`config.mk`:
```
export PLATFORM = sky130hd
export DESIGN_NAME = router_double_ended_priority_queue_core_flat
export DESIGN_NICKNAME = d
export VERILOG_FILES = /design/src/sv/rdpq_pkg.sv /design/src/sv/rdpq_if.sv /design/src/sv/rdpq_cell.sv /design/src/sv/router_double_ended_priority_queue_core.sv /design/src/flat_wrapper.sv
export VERILOG_INCLUDE_DIRS = /design/src /design/src/sv
export SDC_FILE = /design/constraint.sdc
export NUM_CORES = 1
export LEC_CHECK = 0
export ABC_AREA = 1
export BUFFER_PORTS_ARGS = -buffer_cell sky130_fd_sc_hd__buf_2
export CORE_ASPECT_RATIO = 0.9
export CORE_MARGIN = 1.5
export CORE_UTILIZATION = 30
export DETAILED_ROUTE_END_ITERATION = 12
export GPL_ROUTABILITY_DRIVEN = 0
export SYNTH_ARGS = -nofsm -noshare
export SYNTH_HDL_FRONTEND = slang
export SYNTH_SLANG_ARGS = --single-unit
```
`constraint.sdc`:
```
create_clock -name clk -period 5.29 [get_ports clk]
set_input_delay 1.587 -clock clk [delete_from_list [all_inputs] [get_ports clk]]
set_output_delay 1.587 -clock clk [all_outputs]
set_load 0.05 [all_outputs]
```
`src/sv/assert_macros.svh`:
```
// Assertion macros used by the core RTL of the router priority queue.
`ifndef ASSERT_MACROS_SVH
`define ASSERT_MACROS_SVH

// Overlapping implication checked at every rising clock edge outside reset.
`define RDPQ_ASSERT_NOW(lbl, clk, rst_n, ante, cons, msg) \
  lbl: assert property (@(posedge clk) disable iff (!rst_n) (ante) |-> (cons)) \
    else $error(msg);

// Implication whose consequence is checked in the cycle after the antecedent.
`define RDPQ_ASSERT_NEXT(lbl, clk, rst_n, ante, cons, msg) \
  lbl: assert property (@(posedge clk) disable iff (!rst_n) (ante) |=> (cons)) \
    else $error(msg);

`endif

```
`src/sv/rdpq_pkg.sv`:
```
`timescale 1ns / 1ps
// ----------------------------------------------------------------------------
// rdpq_pkg
// Types, codes and the ordering key of the router priority queue.
// ----------------------------------------------------------------------------
package rdpq_pkg;

  typedef enum logic [1:0] {
    FN_INSERT  = 2'd0,
    FN_POP_MIN = 2'd1,
    FN_POP_MAX = 2'd2
  } rdpq_func_t;

  typedef enum logic [1:0] {
    ST_INSERTED = 2'd0,
    ST_POPPED   = 2'd1,
    ST_EMPTY    = 2'd2,
    ST_FULL     = 2'd3
  } rdpq_status_t;

  typedef struct packed {
    logic [7:0] addr;
    logic [3:0] ports;
    logic [6:0] cpu;
  } rdpq_rec_t;

  typedef logic [18:0] rdpq_key_t;

  // Control broadcast to every cell for one accepted beat.
  typedef struct packed {
    logic      insert;
    logic      pop_min;
    logic      pop_max;
    rdpq_rec_t rec;
  } rdpq_ctrl_t;

  // Loads first, then the address, so that ties on the loads fall to the address.
  function automatic rdpq_key_t rdpq_key(input rdpq_rec_t r);
    return {r.ports, r.cpu, r.addr};
  endfunction

endpackage

```
`src/sv/rdpq_if.sv`:
```
`timescale 1ns / 1ps
// ----------------------------------------------------------------------------
// rdpq_in_if / rdpq_out_if
// Valid/ready channels for operation beats and result beats.
// ----------------------------------------------------------------------------
interface rdpq_in_if;
  logic       valid;
  logic       ready;
  logic [1:0] func;
  logic [7:0] node_addr;
  logic [3:0] port_load;
  logic [6:0] cpu_load;

  modport source (output valid, func, node_addr, port_load, cpu_load, input ready);
  modport sink (input valid, func, node_addr, port_load, cpu_load, output ready);
endinterface

interface rdpq_out_if;
  logic       valid;
  logic       ready;
  logic [1:0] status;
  logic [7:0] out_addr;
  logic [3:0] out_ports;
  logic [6:0] out_cpu;
  logic [4:0] occupancy;

  modport source (output valid, status, out_addr, out_ports, out_cpu, occupancy,
                  input ready);
  modport sink (input valid, status, out_addr, out_ports, out_cpu, occupancy,
                output ready);
endinterface

```
`src/sv/rdpq_cell.sv`:
```
`timescale 1ns / 1ps
// ----------------------------------------------------------------------------
// rdpq_cell
// One sorted-chain slot; shifts tailward on insert and headward on a min pop.
// ----------------------------------------------------------------------------
module rdpq_cell
  import rdpq_pkg::*;
(
  input  logic       clk,
  input  logic       rst_n,
  input  rdpq_ctrl_t ctrl,
  input  rdpq_rec_t  left_rec,
  input  logic       left_valid,
  input  logic       left_stays,
  input  rdpq_rec_t  right_rec,
  input  logic       right_valid,
  output rdpq_rec_t  rec,
  output logic       valid,
  output logic       stays
);

  rdpq_rec_t rec_r, rec_nxt;
  logic      valid_r, valid_nxt;

  assign stays = valid_r && (rdpq_key(rec_r) <= rdpq_key(ctrl.rec));

  always_comb begin
    rec_nxt   = rec_r;
    valid_nxt = valid_r;
    if (ctrl.insert) begin
      if (!stays) begin
        if (left_stays) begin
          rec_nxt   = ctrl.rec;
          valid_nxt = 1'b1;
        end else begin
          rec_nxt   = left_rec;
          valid_nxt = left_valid;
        end
      end
    end else if (ctrl.pop_min) begin
      rec_nxt   = right_rec;
      valid_nxt = right_valid;
    end else if (ctrl.pop_max) begin
      valid_nxt = valid_r && right_valid;
    end
  end

  always_ff @(posedge clk) begin
    if (!rst_n) begin
      valid_r <= 1'b0;
    end else begin
      valid_r <= valid_nxt;
    end
  end

  always_ff @(posedge clk) begin
    rec_r <= rec_nxt;
  end

  assign rec   = rec_r;
  assign valid = valid_r;

endmodule

```
`src/sv/router_double_ended_priority_queue_core.sv`:
```
`timescale 1ns / 1ps
// The result beat of an accepted operation beat appears in the cycle after it.
// Throughput: one op per cycle while results are taken; all cells update together.
// A result waiting in the output register does not stop the next beat if it is taken.
// Reset empties the chain by clearing every valid bit and the held count.
// ----------------------------------------------------------------------------
// router_double_ended_priority_queue_core
// Double-ended priority queue of router records kept sorted in a chain of cells.
// ----------------------------------------------------------------------------
`include "assert_macros.svh"

module router_double_ended_priority_queue_core
  import rdpq_pkg::*;
#(
  parameter int ENTRIES = 16
) (
  input  logic         clk,
  input  logic         rst_n,
  rdpq_in_if.sink      in_ch,
  rdpq_out_if.source   out_ch
);

  localparam int CW = $clog2(ENTRIES + 1);

  rdpq_rec_t          cell_rec [ENTRIES];
  logic [ENTRIES-1:0] cell_valid;
  logic [ENTRIES-1:0] cell_stays;
  rdpq_ctrl_t         ctrl;

  logic [CW-1:0]  count_r, count_nxt;
  logic           out_valid_r, out_valid_nxt;
  rdpq_status_t   status_r, status_nxt;
  rdpq_rec_t      res_r, res_nxt;
  logic [4:0]     occ_r, occ_nxt;
  logic [CW+4:0]  occ_ext;

  logic       accept;
  logic       full;
  logic       empty;
  logic       is_insert;
  logic       is_max;
  rdpq_rec_t  in_rec;
  rdpq_rec_t  max_rec;

  assign in_ch.ready = !out_valid_r || out_ch.ready;
  assign accept      = in_ch.valid && in_ch.ready;
  assign full        = (count_r == CW'(ENTRIES));
  assign empty       = (count_r == '0);
  assign in_rec      = '{addr: in_ch.node_addr, ports: in_ch.port_load, cpu: in_ch.cpu_load};

  always_comb begin
    is_insert = 1'b0;
    is_max    = 1'b0;
    case (rdpq_func_t'(in_ch.func))
      FN_INSERT:  is_insert = 1'b1;
      FN_POP_MIN: is_max    = 1'b0;
      default:    is_max    = 1'b1;
    endcase
  end

  always_comb begin
    ctrl.rec     = in_rec;
    ctrl.insert  = accept && is_insert && !full;
    ctrl.pop_min = accept && !is_insert && !is_max && !empty;
    ctrl.pop_max = accept && !is_insert && is_max && !empty;
  end

  for (genvar i = 0; i < ENTRIES; i++) begin : g_cell
    rdpq_rec_t l_rec, r_rec;
    logic      l_valid, l_stays, r_valid;
    if (i == 0) begin : g_first
      assign l_rec   = '0;
      assign l_valid = 1'b0;
      assign l_stays = 1'b1;
    end else begin : g_mid_l
      assign l_rec   = cell_rec[i-1];
      assign l_valid = cell_valid[i-1];
      assign l_stays = cell_stays[i-1];
    end
    if (i == ENTRIES - 1) begin : g_last
      assign r_rec   = '0;
      assign r_valid = 1'b0;
    end else begin : g_mid_r
      assign r_rec   = cell_rec[i+1];
      assign r_valid = cell_valid[i+1];
    end
    rdpq_cell u_cell (
      .clk         (clk),
      .rst_n       (rst_n),
      .ctrl        (ctrl),
      .left_rec    (l_rec),
      .left_valid  (l_valid),
      .left_stays  (l_stays),
      .right_rec   (r_rec),
      .right_valid (r_valid),
      .rec         (cell_rec[i]),
      .valid       (cell_valid[i]),
      .stays       (cell_stays[i])
    );
  end

  // The largest record sits in the last valid cell of the chain.
  always_comb begin
    max_rec = '0;
    for (int i = 0; i < ENTRIES; i++) begin
      if (cell_valid[i] && ((i == ENTRIES - 1) || !cell_valid[(i + 1) % ENTRIES])) begin
        max_rec = max_rec | cell_rec[i];
      end
    end
  end

  always_comb begin
    count_nxt     = count_r;
    out_valid_nxt = out_valid_r;
    status_nxt    = status_r;
    res_nxt       = res_r;
    if (out_ch.ready) begin
      out_valid_nxt = 1'b0;
    end
    if (accept) begin
      out_valid_nxt = 1'b1;
      res_nxt       = '0;
      if (is_insert) begin
        if (full) begin
          status_nxt = ST_FULL;
        end else begin
          status_nxt = ST_INSERTED;
          count_nxt  = count_r + CW'(1);
        end
      end else if (empty) begin
        status_nxt = ST_EMPTY;
      end else begin
        status_nxt = ST_POPPED;
        count_nxt  = count_r - CW'(1);
        res_nxt    = is_max ? max_rec : cell_rec[0];
      end
    end
  end

  assign occ_ext = {5'b0, count_nxt};

  always_comb begin
    occ_nxt = accept ? occ_ext[4:0] : occ_r;
  end

  always_ff @(posedge clk) begin
    if (!rst_n) begin
      count_r     <= '0;
      out_valid_r <= 1'b0;
    end else begin
      count_r     <= count_nxt;
      out_valid_r <= out_valid_nxt;
    end
  end

  always_ff @(posedge clk) begin
    status_r <= status_nxt;
    res_r    <= res_nxt;
    occ_r    <= occ_nxt;
  end

  assign out_ch.valid     = out_valid_r;
  assign out_ch.status    = status_r;
  assign out_ch.out_addr  = res_r.addr;
  assign out_ch.out_ports = res_r.ports;
  assign out_ch.out_cpu   = res_r.cpu;
  assign out_ch.occupancy = occ_r;

  `RDPQ_ASSERT_NOW(a_count_matches_cells, clk, rst_n, 1'b1, $countones(cell_valid) == count_r, "held count differs from valid cells")
  `RDPQ_ASSERT_NOW(a_head_valid, clk, rst_n, 1'b1, cell_valid[0] == (count_r != '0), "head cell validity differs from held count")
  `RDPQ_ASSERT_NOW(a_empty_status, clk, rst_n, out_valid_r && (status_r == ST_EMPTY), count_r == '0, "empty status reported while records are held")
  `RDPQ_ASSERT_NEXT(a_insert_grows, clk, rst_n, accept && is_insert && !full, count_r == $past(count_r) + CW'(1), "accepted insert did not grow the count")

endmodule

```
`src/flat_wrapper.sv`:
```
// flat-port wrapper written by rule: the top's interface ports become plain ports
module router_double_ended_priority_queue_core_flat import rdpq_pkg::*;
#(
  parameter int ENTRIES = 16
)
  (clk, rst_n, in_ch_valid, in_ch_func, in_ch_node_addr, in_ch_port_load, in_ch_cpu_load, in_ch_ready, out_ch_valid, out_ch_status, out_ch_out_addr, out_ch_out_ports, out_ch_out_cpu, out_ch_occupancy, out_ch_ready);
  rdpq_in_if in_ch_i ();
  rdpq_out_if out_ch_i ();
  input  logic clk;
  input  logic rst_n;
  input wire logic [$bits(in_ch_i.valid)-1:0] in_ch_valid;
  input wire logic [$bits(in_ch_i.func)-1:0] in_ch_func;
  input wire logic [$bits(in_ch_i.node_addr)-1:0] in_ch_node_addr;
  input wire logic [$bits(in_ch_i.port_load)-1:0] in_ch_port_load;
  input wire logic [$bits(in_ch_i.cpu_load)-1:0] in_ch_cpu_load;
  output wire logic [$bits(in_ch_i.ready)-1:0] in_ch_ready;
  output wire logic [$bits(out_ch_i.valid)-1:0] out_ch_valid;
  output wire logic [$bits(out_ch_i.status)-1:0] out_ch_status;
  output wire logic [$bits(out_ch_i.out_addr)-1:0] out_ch_out_addr;
  output wire logic [$bits(out_ch_i.out_ports)-1:0] out_ch_out_ports;
  output wire logic [$bits(out_ch_i.out_cpu)-1:0] out_ch_out_cpu;
  output wire logic [$bits(out_ch_i.occupancy)-1:0] out_ch_occupancy;
  input wire logic [$bits(out_ch_i.ready)-1:0] out_ch_ready;
  assign in_ch_i.valid = in_ch_valid;
  assign in_ch_i.func = in_ch_func;
  assign in_ch_i.node_addr = in_ch_node_addr;
  assign in_ch_i.port_load = in_ch_port_load;
  assign in_ch_i.cpu_load = in_ch_cpu_load;
  assign in_ch_ready = in_ch_i.ready;
  assign out_ch_valid = out_ch_i.valid;
  assign out_ch_status = out_ch_i.status;
  assign out_ch_out_addr = out_ch_i.out_addr;
  assign out_ch_out_ports = out_ch_i.out_ports;
  assign out_ch_out_cpu = out_ch_i.out_cpu;
  assign out_ch_occupancy = out_ch_i.occupancy;
  assign out_ch_i.ready = out_ch_ready;
  router_double_ended_priority_queue_core #(.ENTRIES(ENTRIES)) u_core (.clk(clk), .rst_n(rst_n), .in_ch(in_ch_i), .out_ch(out_ch_i));
endmodule
```
-- After elaboration in Yosys (flattened, before gate mapping)
Cells that the tools add are included.
- add/subtract/negate cells: 2
- $lt $le $gt $ge: 16
- equality and inequality tests: 18
- mux-type cells: 170
- bitwise gates (word level): 15
- reductions and logical operators: 113
- operators by type and width (kind ; count):
    19-bit 2-to-1 mux ; 80
    19-bit <= comparator ; 16
    19-bit bitwise OR ; 15
    1-bit 2-to-1 mux ; 83
    2-bit AND reduction ; 32
    1-bit logical AND ; 54
    2-bit != test (second input constant) ; 16
    5-bit 2-to-1 mux ; 4
    1-bit zero test ; 19
    2-bit 2-to-1 mux ; 3
    5-bit by 1-bit adder with 5-bit output (second input constant) ; 1
    5-bit == test (second input constant) ; 1
    5-bit zero test ; 1
    5-bit by 1-bit subtractor with 5-bit output (second input constant) ; 1
    2-bit nonzero test ; 2
    2-bit OR reduction ; 2
    3-bit nonzero test ; 1
    2-bit by 1-bit == test with 1-bit output (second input constant) ; 1
    2-bit zero test ; 1
    1-bit logical OR ; 1
- register bits after elaboration: 352
- input bits: 25
- output and inout bits: 28
- logic and storage cells: 405

-- Depth between registers and ports, before layout
- word-level depth: 34
- gate-level depth with buffers: 17
- depth with buffers taken out: 16

-- Modules after synthesis
A second synthesis with hierarchy kept.
- cell total of the unflattened synthesis: 4147
- area, all modules: 29374.4 um^2
- by module, submodules not included (module ; instances ; cells an instance ; area an instance (um^2) ; seq. area each (um^2)):
    rdpq_cell at u_core.g_cell[0].u_cell ... ; 15 ; 210 ; 1572.8 ; 590.6
    router_double_ended_priority_queue_core ; 1 ; 788 ; 4215.3 ; 900.9
    rdpq_cell at u_core.g_cell[9].u_cell ; 1 ; 209 ; 1567.8 ; 590.6

-- Least setup slack after synthesis
No wires, ideal clock.
- path kind: input to register
- from: input in_ch_port_load[3]
- to: register u_core.g_cell[14].u_cell.rec_r, in the netlist u_core.g_cell[14].u_cell.rec[0] (enable)
- data arrival time: 3.562 ns
- data required time: 4.914 ns
- setup slack: 1.352 ns
- stages: 13
- buffers on the path: 1
- cells stage by stage: inv_1 -> ha_1 -> nand2_1 -> inv_1 -> nand3_1 -> nor2_1 -> nand3b_1 -> nand3_1 -> nand2_1 -> nand2_1 -> nand2_1 -> buf_2 -> nand2_1
- word-level cells in the longest chain between the ends: 4
- RTL lines (what ; RTL line ; RTL):
    from (decl) ; flat_wrapper.sv:14 ; input wire logic [$bits(in_ch_i.port_load)-1:0] in_ch_port_load;
    19-bit <= comparator ; rdpq_cell.sv:25 ; assign stays = valid_r && (rdpq_key(rec_r) <= rdpq_key(ctrl.rec));
    1-bit logical AND ; rdpq_cell.sv:25 ;
    2-bit != test (no line) ; - ;
    2-bit AND reduction (no line) ; - ;
    to (signal assigned) ; rdpq_cell.sv:57 ; rec_r <= rec_nxt;
    to (decl) ; rdpq_cell.sv:22 ; rdpq_rec_t rec_r, rec_nxt;
No other way between the ends.
A chain may end at the register's enable or synchronous reset.

-- Worst setup path after layout
- from: input in_ch_cpu_load[1]
- to: register u_core.g_cell[10].u_cell.rec_r, in the netlist u_core.g_cell[10].u_cell.rec[8] (enable)
- word-level cells in the longest chain between the ends: 4
- RTL lines (what ; RTL line ; RTL):
    from (decl) ; flat_wrapper.sv:15 ; input wire logic [$bits(in_ch_i.cpu_load)-1:0] in_ch_cpu_load;
    19-bit <= comparator ; rdpq_cell.sv:25 ;
    1-bit logical AND ; rdpq_cell.sv:25 ;
    2-bit != test (no line) ; - ;
    2-bit AND reduction (no line) ; - ;
    to (signal assigned) ; rdpq_cell.sv:57 ;
    to (decl) ; rdpq_cell.sv:22 ;
No other way between the ends.

==> results.toml <==
[sta]
fin_skew_ps = 57.1
hold_violations = 0
fin_tns_setup_ps = 0
fin_crit_sh_pct = 78.8
max_freq_mhz = 240
setup_viol = 0
slew_headroom_pct = 19.7
layout_min_cycle_time_ps = 4170
drv_slew = 0
worstMarginPinSlew_ps = 1200
rsz0062_at_grt = "no"

[critical_path]
crit_path_start = "in_ch_cpu_load[1]"
reg2reg_to = "u_core.out_ch.out_ports[0]$_SDFFCE_PP0P_"
cp.arrival_ps = 4460
worstSetupEndpointType = "flip-flop"
path_max_fanout = 21
r2r_cells = 7
crit_end = "u_core.g_cell[10].u_cell.rec[8]$_DFFE_PP_"
critPathRequiredTime_ps = 5580
r2r-start = "u_core.g_cell[14].u_cell.valid$_SDFFE_PN0P_"
rrSetupSlack_ps = 1990
start_kind = "primary input"
path_class = "primary input to flip-flop"

[cells_and_area]
multi_input_area_mm2 = 0.0148
num-fill-cells = 9678
finalNetCount = 4223
design_area_mm2 = 0.0310
register_area_mm2 = 0.0103
drive_gt1_share_pct = 6.42
syn2layout_area_growth_pct = 12.0

[worst_hold_path]
hp-start = "u_core.out_ch.valid$_SDFFE_PN0P_"
hp-class = "flip-flop to flip-flop"

[clocking]
cts_tree = "yes"
hold_buffers = 0
cts_buffers = 43
path_clk_slew_ps = 60
cts_sinks = 352
cts_buffer_depth = 3
worstSkewPairLatency_ps = 630
cts_resized = 0
cts-root-buf = "clkbuf_16"
cts_max_level = 2
cts_setup_buffers = 0

[floorplan]
die_w_um = 323
ios = 53
fp-row-count = 105
start_util_pct = 30.3
core_area_mm2 = 0.0913
die_area_mm2 = 0.0941
die_y_um = 291

[placement]
postPlaceCellArea_mm2 = 0.0296
dp_hpwl_um = 84700
portBuffers = 52

[drt]
viasPerCell = 5.24
drt_iter0_drc = 4145
wire_per_inst_um = 22.0
antenna_left = 0
via_count = 27000
wirelength_um = 113000
firstDrtPassIters = 7
drc_errors = 0

[logic_synthesis]
ys_ff_latch = 352
netlist.area_leader.share_pct = 35.8
syn-cell-area_mm2 = 0.0277
synth_area_leaders = "edfxtp_1, nand2_1, ha_1, inv_1, a21oi_1"
yosysTopAreaCell = "edfxtp_1"
syn-num-nets = 4167
yosys.cell_types.count = 39
avgSynthCellArea_um2 = 7.22
yosysWarnings = 0
ys_seq_area_share_pct = 37.4
synthesis.instances = 3836

[grt]
grt_pass1_wl_um = 164000
grt_pass1_vias = 24400
grt_usage_pct = 23.5
grt_max_degree = 205
grt_antenna_before_repair = 4
grt-ovfl-total = 0

[power]
powerDensity_mw_per_mm2 = 375
ir_worst_vdd_uv = 232
leakage_nw = 16.9

[run]
cap_viol_max_count = 0

[outcome]
status = "completed"
[worst min path at each step]
stage                                                     end  cells past startpoint  slack (ps)
floorplan                        u_core.count_r[4]$_SDFF_PN0_                      2         500
global placement             u_core.out_ch.valid$_SDFFE_PN0P_                      2         500
detailed placement           u_core.out_ch.valid$_SDFFE_PN0P_                      2         500
CTS                          u_core.out_ch.valid$_SDFFE_PN0P_                      2         520
global route        u_core.g_cell[8].u_cell.rec[11]$_DFFE_PP_                      2         560
finish                       u_core.out_ch.valid$_SDFFE_PN0P_                      2         520
[logic make-up (layout without fill, tap and decap cells)]
| kind of cell | after synthesis | count (layout) | synth area share [%] |
|---|---|---|---|
| AO/OA/AOI/OAI | 447 | 447 | 9.27 |
| adder cells (fa/ha/maj) | 306 | 306 | 13.8 |
| XOR/XNOR | 5 | 5 | 0.158 |
| other | 0 | 1 | 0 |
| buffers and inverters | 602 | 692 | 9.23 |
| AND/OR/NAND/NOR | 2124 | 2124 | 30.1 |
| flip-flops | 352 | 352 | 37.4 |
[where the power goes]
group | total [mW] | switching, mW | internal (mW)
clock network | 3.18 | 1.34 | 1.84
registers | 4.12 | 0.437 | 3.68
logic | 4.31 | 3.10 | 1.21
[synthesized netlist by cell type, drive strengths merged]
cell type / n
nor4: 22
o21ai: 86
a21oi: 186
o2111ai: 1
inv: 451
xnor2: 2
nor4b: 5
o211ai: 4
a21o: 14
nand2: 1866
o21a: 3
buf: 95
dfxtp: 22
a31oi: 15
a221oi: 17
ha: 306
xor2: 3
or2: 7
nand3b: 8
nand3: 78
and2: 2
a22oi: 12
nand4: 6
o221ai: 9
a22o: 1
edfxtp: 330
nor3: 6
nor2: 124
o22ai: 99
clkbuf: 56
[metrics by stage]
stage / utilization [%] / setup slack (ps) / power [mW] / cells / hold slack (ps)
2_1_floorplan: - / 1350 / 6.62 / 3836 / 498
3_3_place_gp: 32.4 / 621 / 8.24 / 5077 / 503
3_5_place_dp: 32.4 / 592 / 8.29 / 5077 / 502
4_1_cts: 34.0 / 1220 / 11.5 / 5156 / 520
5_1_grt: 34.0 / 1060 / 12.1 / 5156 / 562
6_report: 34.0 / 1120 / 11.6 / 5157 / 517
[state kept, by name, summed over array words and instances (netlist names)]
name                        flops
u_core.g_cell.u_cell.rec      304
u_core.g_cell.u_cell.valid     16
u_core.out_ch.out_addr          8
u_core.out_ch.out_cpu           7
u_core.count_r                  5
u_core.out_ch.occupancy         5
u_core.out_ch.out_ports         4
u_core.out_ch.status            2
u_core.out_ch.valid             1
[cell usage in the layout, fill, tap and decap left out, types with 12 or more instances in the layout]
cell type  Yosys  routed
inv_1        448     448
nand3_1       78      78
buf_2         58      52
a21oi_1      186     186
a221oi_1      17      17
buf_4         11     102
a31oi_1       15      15
nor2_1       121     121
nand2_1     1853    1853
a22oi_1       12      12
o22ai_1       99      99
clkbuf_16      0      43
ha_1         306     306
dfxtp_1       22      22
edfxtp_1     330     330
a21o_1        14      14
nor4_1        22      22
o21ai_0       86      86
[critical path, stage by stage]
cell and delay [ps]:
buf_2 160, inv_1 590, buf_4 330, ha_1 160, nand2_1 80, nor2_1 150
nand2_1 60, a21oi_1 110, nand2_1 60, nand3_1 90, nand2_1 60, nand2_1 320
nand2_4 280, nand2_1 180, buf_4 210
[routing by layer]
metal / vias up / part of all wire (%) / track usage, %
li1: 12600 / - / -
met1: 12500 / 43 / 34.4
met2: 1777 / 41 / 33.4
met3: 189 / 13 / 5.50
met4: 2 / 3.6 / 8.08
met5: - / 0.0071 / 0
[layout make-up]
type,count,area share (%)
repair buffers,162,3.83
diodes,1,0.00807
well taps,1230,4.96
clock buffers,54,3.70
multi-input cells,2882,47.7
clock inverters,25,0.948
flip-flops and latches,352,33.4
inverters,451,5.46
Note: power is estimated with default switching activity, not from simulation.
